===== config.mk =====
export PLATFORM = sky130hd
export DESIGN_NAME = indexed_list_store_top_flat
export DESIGN_NICKNAME = d
export VERILOG_FILES = /design/src/design/ils_pkg.sv /design/src/design/ils_req_if.sv /design/src/design/ils_rsp_if.sv /design/src/design/ils_store.sv /design/src/design/indexed_list_store_top.sv /design/src/flat_wrapper.sv
export SDC_FILE = /design/constraint.sdc
export NUM_CORES = 2
export LEC_CHECK = 0
export BUFFER_PORTS_ARGS = -buffer_cell sky130_fd_sc_hd__buf_2
export CAP_MARGIN = 20
export CELL_PAD_IN_SITES_DETAIL_PLACEMENT = 1
export CELL_PAD_IN_SITES_GLOBAL_PLACEMENT = 2
export CORE_ASPECT_RATIO = 1.1
export CORE_UTILIZATION = 50
export DETAILED_ROUTE_END_ITERATION = 16
export PLACE_DENSITY_LB_ADDON = 0.2
export REMOVE_ABC_BUFFERS = 1
export SYNTH_ARGS = -nofsm -noshare
export SYNTH_HDL_FRONTEND = slang
export SYNTH_SLANG_ARGS = --single-unit

===== constraint.sdc =====
create_clock -name clock -period 23 [get_ports clock]
set_clock_uncertainty 0.2 [all_clocks]
set_input_delay 5.75 -clock clock [delete_from_list [all_inputs] [get_ports clock]]
set_output_delay 5.75 -clock clock [all_outputs]
set_load 0.02 [all_outputs]

===== src/design/ils_pkg.sv =====
// Types and constants of the indexed list store
package ils_pkg;

   localparam int ILS_DEPTH = 64;
   localparam int OP_W      = 3;
   localparam int POS_W     = 7;
   localparam int DATA_W    = 32;
   localparam int CNT_W     = 7;
   localparam int ST_W      = 2;

   typedef enum logic [OP_W-1:0] {
      OP_APPEND = 3'd0,
      OP_DROP   = 3'd1,
      OP_READ   = 3'd2,
      OP_WRITE  = 3'd3,
      OP_INSERT = 3'd4,
      OP_REMOVE = 3'd5
   } opcode_type;

   typedef enum logic [ST_W-1:0] {
      ST_OK    = 2'd0,
      ST_RANGE = 2'd1,
      ST_EMPTY = 2'd2,
      ST_FULL  = 2'd3
   } status_type;

   typedef enum logic [2:0] {
      S_IDLE,
      S_INS_RD,
      S_INS_WR,
      S_REM_RD,
      S_REM_WR,
      S_PUT
   } state_type;

   typedef struct packed {
      logic wr_en;
      logic rd_en;
   } mem_ctl_type;

endpackage


===== src/design/ils_req_if.sv =====
// Request channel of the indexed list store
interface ils_req_if import ils_pkg::*; ();
   logic                     valid;
   logic                     ready;
   logic [OP_W-1:0]          opcode;
   logic [POS_W-1:0]         position;
   logic signed [DATA_W-1:0] data_in;

   modport source (output valid, opcode, position, data_in, input ready);
   modport sink   (input valid, opcode, position, data_in, output ready);
endinterface


===== src/design/ils_rsp_if.sv =====
// Response channel of the indexed list store
interface ils_rsp_if import ils_pkg::*; ();
   logic                     valid;
   logic                     ready;
   logic signed [DATA_W-1:0] read_data;
   logic [CNT_W-1:0]         element_count;
   logic [ST_W-1:0]          status;

   modport source (output valid, read_data, element_count, status, input ready);
   modport sink   (input valid, read_data, element_count, status, output ready);
endinterface


===== src/design/ils_store.sv =====
// Entry memory: one write port, one registered read port
module ils_store import ils_pkg::*; #(
   parameter int DEPTH = ILS_DEPTH
) (
   input  logic                       clock,
   input  mem_ctl_type                ctl,
   input  logic [$clog2(DEPTH)-1:0]   wr_addr,
   input  logic signed [DATA_W-1:0]   wr_data,
   input  logic [$clog2(DEPTH)-1:0]   rd_addr,
   output logic signed [DATA_W-1:0]   rd_data
);

   logic signed [DATA_W-1:0] store_ff [DEPTH];
   logic signed [DATA_W-1:0] rd_data_ff;

   always_ff @(posedge clock) begin
      if (ctl.wr_en) begin
         store_ff[wr_addr] <= wr_data;
      end
   end

   always_ff @(posedge clock) begin
      if (ctl.rd_en) begin
         rd_data_ff <= store_ff[rd_addr];
      end
   end

   assign rd_data = rd_data_ff;

endmodule


===== src/design/indexed_list_store_top.sv =====
// Indexed list store: position-addressed list with a shifting sequencer
// Append, drop last, read, overwrite and every error go from idle straight to
// the response state; insert and remove shift the entries between the position
// and the end of the list, one memory move (read, then write) per entry shifted.
// A response is visible the cycle after the request finishes; a stalled
// response only delays the next finish. Reset empties the list at once.
module indexed_list_store_top import ils_pkg::*; #(
   parameter int DEPTH = ILS_DEPTH
) (
   input  logic       clock,
   input  logic       reset,
   ils_req_if.sink    req_bus,
   ils_rsp_if.source  rsp_bus
);

   localparam int AW = $clog2(DEPTH);
   localparam int CW = $clog2(DEPTH + 1);
   localparam int XW = (CW > POS_W) ? CW : POS_W;
   localparam logic [XW-1:0] DEPTH_X = XW'(DEPTH);

   state_type                state_ff, state_in;
   logic [CW-1:0]            count_ff, count_in;
   logic [CW-1:0]            idx_ff, idx_in;
   logic [CW-1:0]            pos_ff, pos_in;
   logic signed [DATA_W-1:0] data_ff, data_in;
   logic                     res_rd_ff, res_rd_in;
   status_type               res_st_ff, res_st_in;

   logic                     rsp_valid_ff, rsp_valid_in;
   logic signed [DATA_W-1:0] rsp_data_ff, rsp_data_in;
   logic [CNT_W-1:0]         rsp_count_ff, rsp_count_in;
   status_type               rsp_status_ff, rsp_status_in;

   mem_ctl_type              mem_ctl;
   logic [AW-1:0]            wr_addr;
   logic signed [DATA_W-1:0] wr_data;
   logic [AW-1:0]            rd_addr;
   logic signed [DATA_W-1:0] rd_data;

   opcode_type               req_op;
   logic [XW-1:0]            pos_x;
   logic [XW-1:0]            cnt_x;
   logic                     full;
   logic                     empty;
   logic                     ins_mode;
   logic [CW-1:0]            step;
   logic [CW-1:0]            cmp_a;
   logic [CW-1:0]            cmp_b;
   logic                     more;
   logic                     slot_free;

   ils_store #(.DEPTH(DEPTH)) u_store (
      .clock   (clock),
      .ctl     (mem_ctl),
      .wr_addr (wr_addr),
      .wr_data (wr_data),
      .rd_addr (rd_addr),
      .rd_data (rd_data)
   );

   assign req_op    = opcode_type'(req_bus.opcode);
   assign pos_x     = XW'(req_bus.position);
   assign cnt_x     = XW'(count_ff);
   assign full      = (cnt_x == DEPTH_X);
   assign empty     = (count_ff == '0);
   assign slot_free = !rsp_valid_ff || rsp_bus.ready;

   // shared step and compare unit of the shift loop
   assign ins_mode = (state_ff == S_INS_RD) || (state_ff == S_INS_WR);
   assign step     = ins_mode ? (idx_ff - CW'(1)) : (idx_ff + CW'(1));
   assign cmp_a    = ins_mode ? pos_ff : step;
   assign cmp_b    = ins_mode ? idx_ff : count_ff;
   assign more     = (cmp_a < cmp_b);

   assign req_bus.ready         = (state_ff == S_IDLE);
   assign rsp_bus.valid         = rsp_valid_ff;
   assign rsp_bus.read_data     = rsp_data_ff;
   assign rsp_bus.element_count = rsp_count_ff;
   assign rsp_bus.status        = rsp_status_ff;

   always_ff @(posedge clock) begin
      if (reset) begin
         state_ff     <= S_IDLE;
         count_ff     <= '0;
         rsp_valid_ff <= 1'b0;
      end else begin
         state_ff     <= state_in;
         count_ff     <= count_in;
         rsp_valid_ff <= rsp_valid_in;
      end
   end

   always_ff @(posedge clock) begin
      idx_ff        <= idx_in;
      pos_ff        <= pos_in;
      data_ff       <= data_in;
      res_rd_ff     <= res_rd_in;
      res_st_ff     <= res_st_in;
      rsp_data_ff   <= rsp_data_in;
      rsp_count_ff  <= rsp_count_in;
      rsp_status_ff <= rsp_status_in;
   end

   always_comb begin
      state_in      = state_ff;
      count_in      = count_ff;
      idx_in        = idx_ff;
      pos_in        = pos_ff;
      data_in       = data_ff;
      res_rd_in     = res_rd_ff;
      res_st_in     = res_st_ff;
      rsp_valid_in  = rsp_valid_ff && !rsp_bus.ready;
      rsp_data_in   = rsp_data_ff;
      rsp_count_in  = rsp_count_ff;
      rsp_status_in = rsp_status_ff;
      mem_ctl       = '0;
      wr_addr       = count_ff[AW-1:0];
      wr_data       = req_bus.data_in;
      rd_addr       = pos_x[AW-1:0];

      case (state_ff)
         S_IDLE: begin
            if (req_bus.valid) begin
               res_rd_in = 1'b0;
               res_st_in = ST_OK;
               state_in  = S_PUT;
               case (req_op)
                  OP_APPEND: begin
                     if (full) begin
                        res_st_in = ST_FULL;
                     end else begin
                        mem_ctl.wr_en = 1'b1;
                        count_in      = count_ff + CW'(1);
                     end
                  end
                  OP_DROP: begin
                     if (empty) begin
                        res_st_in = ST_EMPTY;
                     end else begin
                        count_in = count_ff - CW'(1);
                     end
                  end
                  OP_READ: begin
                     if (empty) begin
                        res_st_in = (pos_x == '0) ? ST_EMPTY : ST_RANGE;
                     end else if (pos_x >= cnt_x) begin
                        res_st_in = ST_RANGE;
                     end else begin
                        mem_ctl.rd_en = 1'b1;
                        res_rd_in     = 1'b1;
                     end
                  end
                  OP_WRITE: begin
                     if (pos_x > cnt_x) begin
                        res_st_in = ST_RANGE;
                     end else if (pos_x == cnt_x) begin
                        if (full) begin
                           res_st_in = ST_FULL;
                        end else begin
                           mem_ctl.wr_en = 1'b1;
                           count_in      = count_ff + CW'(1);
                        end
                     end else begin
                        mem_ctl.wr_en = 1'b1;
                        wr_addr       = pos_x[AW-1:0];
                     end
                  end
                  OP_INSERT: begin
                     if (pos_x > cnt_x) begin
                        res_st_in = ST_RANGE;
                     end else if (full) begin
                        res_st_in = ST_FULL;
                     end else begin
                        idx_in   = count_ff;
                        pos_in   = pos_x[CW-1:0];
                        data_in  = req_bus.data_in;
                        state_in = S_INS_RD;
                     end
                  end
                  OP_REMOVE: begin
                     if (empty) begin
                        res_st_in = ST_EMPTY;
                     end else if (pos_x >= cnt_x) begin
                        res_st_in = ST_RANGE;
                     end else begin
                        idx_in   = pos_x[CW-1:0];
                        state_in = S_REM_RD;
                     end
                  end
                  default: begin
                  end
               endcase
            end
         end
         S_INS_RD: begin
            if (more) begin
               mem_ctl.rd_en = 1'b1;
               rd_addr       = step[AW-1:0];
               state_in      = S_INS_WR;
            end else begin
               mem_ctl.wr_en = 1'b1;
               wr_addr       = pos_ff[AW-1:0];
               wr_data       = data_ff;
               count_in      = count_ff + CW'(1);
               state_in      = S_PUT;
            end
         end
         S_INS_WR: begin
            mem_ctl.wr_en = 1'b1;
            wr_addr       = idx_ff[AW-1:0];
            wr_data       = rd_data;
            idx_in        = step;
            state_in      = S_INS_RD;
         end
         S_REM_RD: begin
            if (more) begin
               mem_ctl.rd_en = 1'b1;
               rd_addr       = step[AW-1:0];
               state_in      = S_REM_WR;
            end else begin
               count_in = count_ff - CW'(1);
               state_in = S_PUT;
            end
         end
         S_REM_WR: begin
            mem_ctl.wr_en = 1'b1;
            wr_addr       = idx_ff[AW-1:0];
            wr_data       = rd_data;
            idx_in        = step;
            state_in      = S_REM_RD;
         end
         S_PUT: begin
            if (slot_free) begin
               rsp_valid_in  = 1'b1;
               rsp_data_in   = res_rd_ff ? rd_data : '0;
               rsp_count_in  = cnt_x[CNT_W-1:0];
               rsp_status_in = res_st_ff;
               state_in      = S_IDLE;
            end
         end
         default: begin
            state_in = S_IDLE;
         end
      endcase
   end

endmodule


===== src/flat_wrapper.sv =====
// flat-port wrapper written by rule: the top's interface ports become plain ports
module indexed_list_store_top_flat import ils_pkg::*;
#(
   parameter int DEPTH = ILS_DEPTH
)
  (clock, reset, req_bus_valid, req_bus_opcode, req_bus_position, req_bus_data_in, req_bus_ready, rsp_bus_valid, rsp_bus_read_data, rsp_bus_element_count, rsp_bus_status, rsp_bus_ready);
  ils_req_if req_bus_i ();
  ils_rsp_if rsp_bus_i ();
  input  logic clock;
  input  logic reset;
  input wire logic [$bits(req_bus_i.valid)-1:0] req_bus_valid;
  input wire logic [$bits(req_bus_i.opcode)-1:0] req_bus_opcode;
  input wire logic [$bits(req_bus_i.position)-1:0] req_bus_position;
  input wire logic [$bits(req_bus_i.data_in)-1:0] req_bus_data_in;
  output wire logic [$bits(req_bus_i.ready)-1:0] req_bus_ready;
  output wire logic [$bits(rsp_bus_i.valid)-1:0] rsp_bus_valid;
  output wire logic [$bits(rsp_bus_i.read_data)-1:0] rsp_bus_read_data;
  output wire logic [$bits(rsp_bus_i.element_count)-1:0] rsp_bus_element_count;
  output wire logic [$bits(rsp_bus_i.status)-1:0] rsp_bus_status;
  input wire logic [$bits(rsp_bus_i.ready)-1:0] rsp_bus_ready;
  assign req_bus_i.valid = req_bus_valid;
  assign req_bus_i.opcode = req_bus_opcode;
  assign req_bus_i.position = req_bus_position;
  assign req_bus_i.data_in = req_bus_data_in;
  assign req_bus_ready = req_bus_i.ready;
  assign rsp_bus_valid = rsp_bus_i.valid;
  assign rsp_bus_read_data = rsp_bus_i.read_data;
  assign rsp_bus_element_count = rsp_bus_i.element_count;
  assign rsp_bus_status = rsp_bus_i.status;
  assign rsp_bus_i.ready = rsp_bus_ready;
  indexed_list_store_top #(.DEPTH(DEPTH)) u_core (.clock(clock), .reset(reset), .req_bus(req_bus_i), .rsp_bus(rsp_bus_i));
endmodule

# After elaboration in Yosys (flattened, before gate mapping)
# Memories as Yosys holds them, arrays and structs flattened. A register that Yosys moved wholly into a read port is not among the register bits.
# Cells that the tools add are included.
# word_totals
regBits	101
ram_bits	2048
inputBits	46
output_inout_bits	43
elab_cells	130
n_memories	1
# memory_table
name	words	word_bits	rd	rd_clocked_by_memory_dff	wr	line	source
u_core.u_store.store_ff	64	32	1	1	1	ils_store.sv:13	logic signed [DATA_W-1:0] store_ff [DEPTH];
# op_classes
n_addsub	4
n_lt_le_gt_ge	3
n_eq_ne	25
muxes	65
n_bitwise	2
reduce_logical	19
# op_table
op	count
$mux W7	15
$pmux W32 S2	1
$mux W6	7
$pmux W7 S3	2
$mux W32	1
$pmux W7 S2	2
$mux W3	7
$mux W2	9
$ne A3 B3 Y1 const B	6
$pmux W3 S6	1
$pmux W6 S3	1
$add A7 B1 Y7 const B	2
$logic_not A7 Y1	2
$mux W1	14
$sub A7 B1 Y7 const B	2
$eq A3 B2 Y1 const B	4
$eq A3 B3 Y1 const B	4
$pmux W2 S6	1
$reduce_and A8 Y1	1
$eq A7 B7 Y1	1
$eq A7 B7 Y1 const B	1
$ge A7 B7 Y1	1
$gt A7 B7 Y1	1
$lt A7 B7 Y1	1
other kinds (20)	31

# Depth between registers and ports, before layout
# logic_depth
word_depth	9
ltp_mapped	31
mapped_depth_nobuf	22

# Hierarchy
# From an unflattened synthesis, not the netlist that was laid out.
# unflattened
hier_cells	4073
area_unflattened_um2	85079.1
# modules_own_cells
mod	instances	cells_each	area_per_inst_um2	seq_area_each_um2
ils_store	1	3511	79359.9	62459.9
indexed_list_store_top	1	562	5719.2	2922.8

# Worst setup path before layout
# No wires, ideal clock.
# synth_path
kind	input-to-reg
from	in req_bus_position[4]
to	mem u_core.u_store.store_ff[16][0] (enable)
setup_ps	421
arrival_time_ps	9419
required_time_ps	22379
slack_ps	12960
stages	11
n_path_buf	2
cell_sequence	ha_1 a21o_1 a21o_1 a21oi_1 o2111a_1 buf_1 a2111o_1 o211ai_1 or3b_2 clkbuf_1 nor2_1
# synth_via
elab_chain_len	8
word_cells_on_any_way	14
cone_classes	order compare: 1; eq/ne: 1; mux: 12
# synth_rtl
element	line	source
from (decl)	flat_wrapper.sv:13	input wire logic [$bits(req_bus_i.position)-1:0] req_bus_position;
parallel branches: the longest is 8 deep, another holds $gt A7 B7 Y1	-	
to (decl)	ils_store.sv:13	
# Several ways; the timed one is not identified.

# Worst setup path in the final report
# layout_path
from	in req_bus_position[0]
to	reg u_core.u_store.rd_data_ff[21], in the netlist u_core.u_store.rd_data[21] (read register of u_core.u_store.store_ff), data pin
# layout_via
elab_chain_len	6
word_cells_on_any_way	8
cone_classes	order compare: 1; mux: 7
# layout_rtl
element	line	source
$ge A7 B7 Y1	indexed_list_store_top.sv:146	end else if (pos_x >= cnt_x) begin
$mux W1	indexed_list_store_top.sv:146	
$mux W1	indexed_list_store_top.sv:144	if (empty) begin
$mux W1	indexed_list_store_top.sv:127	case (req_op)
$mux W2	indexed_list_store_top.sv:123	if (req_bus.valid) begin
$pmux W1 S2	indexed_list_store_top.sv:121	case (state_ff)
to (decl)	ils_store.sv:14	logic signed [DATA_W-1:0] rd_data_ff;
# Parallel ways exist; a longest one is shown, timed or not.
# A chain may end at the register's enable or synchronous reset.

==> impl_metrics.tcl <==
set metrics [dict create \
    cts-root-buf "clkbuf_16" \
    max_slew_margin_pct 16.0 \
    crit_fanout 58 \
    dr.pass1.iters 7 \
    max_freq_mhz 84.5 \
    drcViolationCount 0 \
    crit_type "in2reg" \
    async_reset_ff_share_pct 0 \
    grt_pass1_wl_um 434000 \
    wirelength_um 311000 \
    cts_sinks 2181 \
    grt_usage_pct 34.3 \
    min_path_type "reg2reg" \
    cts-buffers-inserted 218 \
    outcome "finished clean" \
    cts-resized-gates 0 \
    yosys_most_used_dff "edfxtp_1" \
    dp_hpwl_um 175000 \
    clk_path_buf_depth 3 \
    hold_buffers 0 \
    synth_edf_count 2170 \
    io_buffers 88 \
    finalSetupViolations 0 \
    maxCapViolCount 0 \
    synth.distinct_cells 86 \
    htree_levels 4 \
    startpoint_type "primary input" \
    grt_max_degree 165 \
    min_period_ns 11.83 \
    stdcell_count 8737 \
    area_growth_pct 12.6 \
    wl_met2_um 146000 \
    cts_tree "yes" \
    ys_warn_count 0 \
    dr.max_layer_used "met5" \
    drt-initial-drc-count 8054 \
    overflow 0 \
    antenna_found_initial 23 \
    met3WireLength_um 31700 \
    synthCells 6102 \
    final_nets 6253 \
    clock_latency_ns 0.90 \
    yosys-top-cells-area "edfxtp_1, nand2_1, mux2i_1, nand3_1, a2111oi_0" \
    mostFrequentLayoutCell "edfxtp_1" \
    required_ns 23.41 \
    yosys.area.top_type "edfxtp_1" \
    synth.cell_area_sq_um 88600 \
    final_max_slew_viol_count 0 \
    worst_pin_slew_ns 1.24 \
    post-cts-setup-buffers 0 \
    route.vias.total 58400 \
    die_w_um 403 \
    synth_top_area_share_pct 73.5 \
    drive_above_1_share_pct 12.7 \
    synth_seq_cells 2181 \
    worst_setup_path_end_kind "register" \
    num-fill-cells 16400 \
    worstPathArrival_ns 12.24 \
    wl_met1_um 121000 \
    final_cell_mix "edfxtp_1, nand2_1, nand3_1" \
    rsz0062_at_grt "no" \
    viasPerCell 6.69 \
    die_height_um 444 \
    post-place-cells 8313 \
    seq_area_frac_synth_pct 73.8 \
    core-area_sq_um 175000 \
    grt_pass1_vias 58100 \
    detail_route.wl_per_cell_um 35.6 \
    period_share_pct 51.4 \
    io_pins 89 \
    dieArea_sq_um 179000 \
    final_antenna_net_count 0 \
    start_util_pct 50.5 \
    synth_area_per_cell_sq_um 14.5 \
    path_clk_slew_ns 0.06 \
    gp_congestion 0.845 \
    rows 161 \
    hold_violations 0 \
]
[cell usage after synthesis, types with 25 or more instances]
cell type / number
edfxtp_1: 2170
nor2_1: 138
nand3_1: 443
a21oi_1: 111
buf_2: 156
nand2_1: 1025
nor3_1: 37
a221oi_1: 75
nand4_1: 33
a222oi_1: 32
and2_1: 37
clkbuf_1: 210
a311oi_1: 30
o22ai_1: 54
mux2i_1: 358
o21ai_0: 116
buf_4: 25
mux2_2: 58
a2111oi_0: 117
buf_1: 34
o32ai_1: 70
a211oi_1: 100
inv_1: 148
a32oi_1: 52
and3_1: 64
[layer usage]
| metal | vias to the layer above | GRT usage (%) |
|---|---|---|
| met3 | 677 | 7.01 |
| met5 | - | 0 |
| met2 | 3414 | 54.5 |
| li1 | 23800 | - |
| met4 | 8 | 13.4 |
| met1 | 30500 | 46.6 |
[kinds of logic (layout without fill, tap and decap cells)]
logic type / Yosys count / in the layout / synth area share [%]
buffers and inverters: 582 / 845 / 2.85
adders and majority gates: 22 / 22 / 0.319
DFF: 2181 / 2181 / 73.8
and+or+nand+nor: 1871 / 1871 / 9.32
xor gates and xnor gates: 14 / 14 / 0.138
AOI/OAI and AO/OA: 1016 / 1016 / 8.81
other: 0 / 9 / 0
muxes: 416 / 416 / 4.78
[critical path: stages]
cell	delay, ns
buf_2	0.15
inv_1	0.15
a311oi_4	0.05
buf_4	0.32
a211oi_4	0.87
buf_4	0.56
buf_4	0.59
buf_4	0.65
buf_4	0.76
buf_4	0.77
mux2_2	0.41
o22ai_1	0.15
a221oi_1	0.14
a22o_1	0.30
or4_1	0.51
[registers in the layout, summed over array words and instances, names as in the netlist]
register / cells
u_core.rsp_bus.element_count: 7
u_core.res_rd_ff: 1
u_core.pos_ff: 7
u_core.idx_ff: 7
u_core.rsp_bus.status: 2
u_core.data_ff: 32
u_core.u_store.rd_data: 32
u_core.u_store.store_ff: 2048
u_core.cnt_x: 7
u_core.res_st_ff: 2
u_core.rsp_bus.valid: 1
u_core.rsp_bus.read_data: 32
u_core.state_ff: 3
[per-stage QoR]
| stage | setup slack (ns) | setup TNS, ns | util (%) | hold WS [ns] | area, sq um |
|---|---|---|---|---|---|
| after floorplan | -33.31 | -886.03 | - | 0.200 | 86700 |
| after global placement | 10.40 | 0 | 52.6 | 0.202 | 92300 |
| after detailed placement | 10.27 | 0 | 52.7 | 0.219 | 92400 |
| after CTS | 11.26 | 0 | 56.7 | 0.234 | 99400 |
| after global routing | 10.95 | 0 | 56.8 | 0.236 | 99700 |
| final | 11.17 | 0 | 56.8 | 0.230 | 99700 |
[final cells by class]
type	instances	area, sq um	share of cell area, %
sequential	2181	65400	65.6
multi-input combinational	3339	21500	21.6
clock buffer	277	5760	5.78
tap	2363	2960	2.96
timing repair buffer	295	2280	2.29
clock inverter	123	1260	1.27
inverter	150	563	0.564
antenna	9	22.5	0.0226
[final timing paths]
check                                             endpoint                 from  cells after the start  slack (ns)
worst max-delay path            u_core.u_store.rd_data[21]  req_bus_position[0]                     15       11.17
worst max register to register  u_core.u_store.rd_data[21]   u_core.state_ff[0]                     31       11.97
worst min register to register    u_core.rsp_bus.status[0]  u_core.res_st_ff[0]                      0        0.23
worst min-delay path              u_core.rsp_bus.status[0]  u_core.res_st_ff[0]                      0        0.23
Power is left out: the tool's default activity adds up to more than one toggle a clock period on the data nets, which glitch-free logic cannot reach.
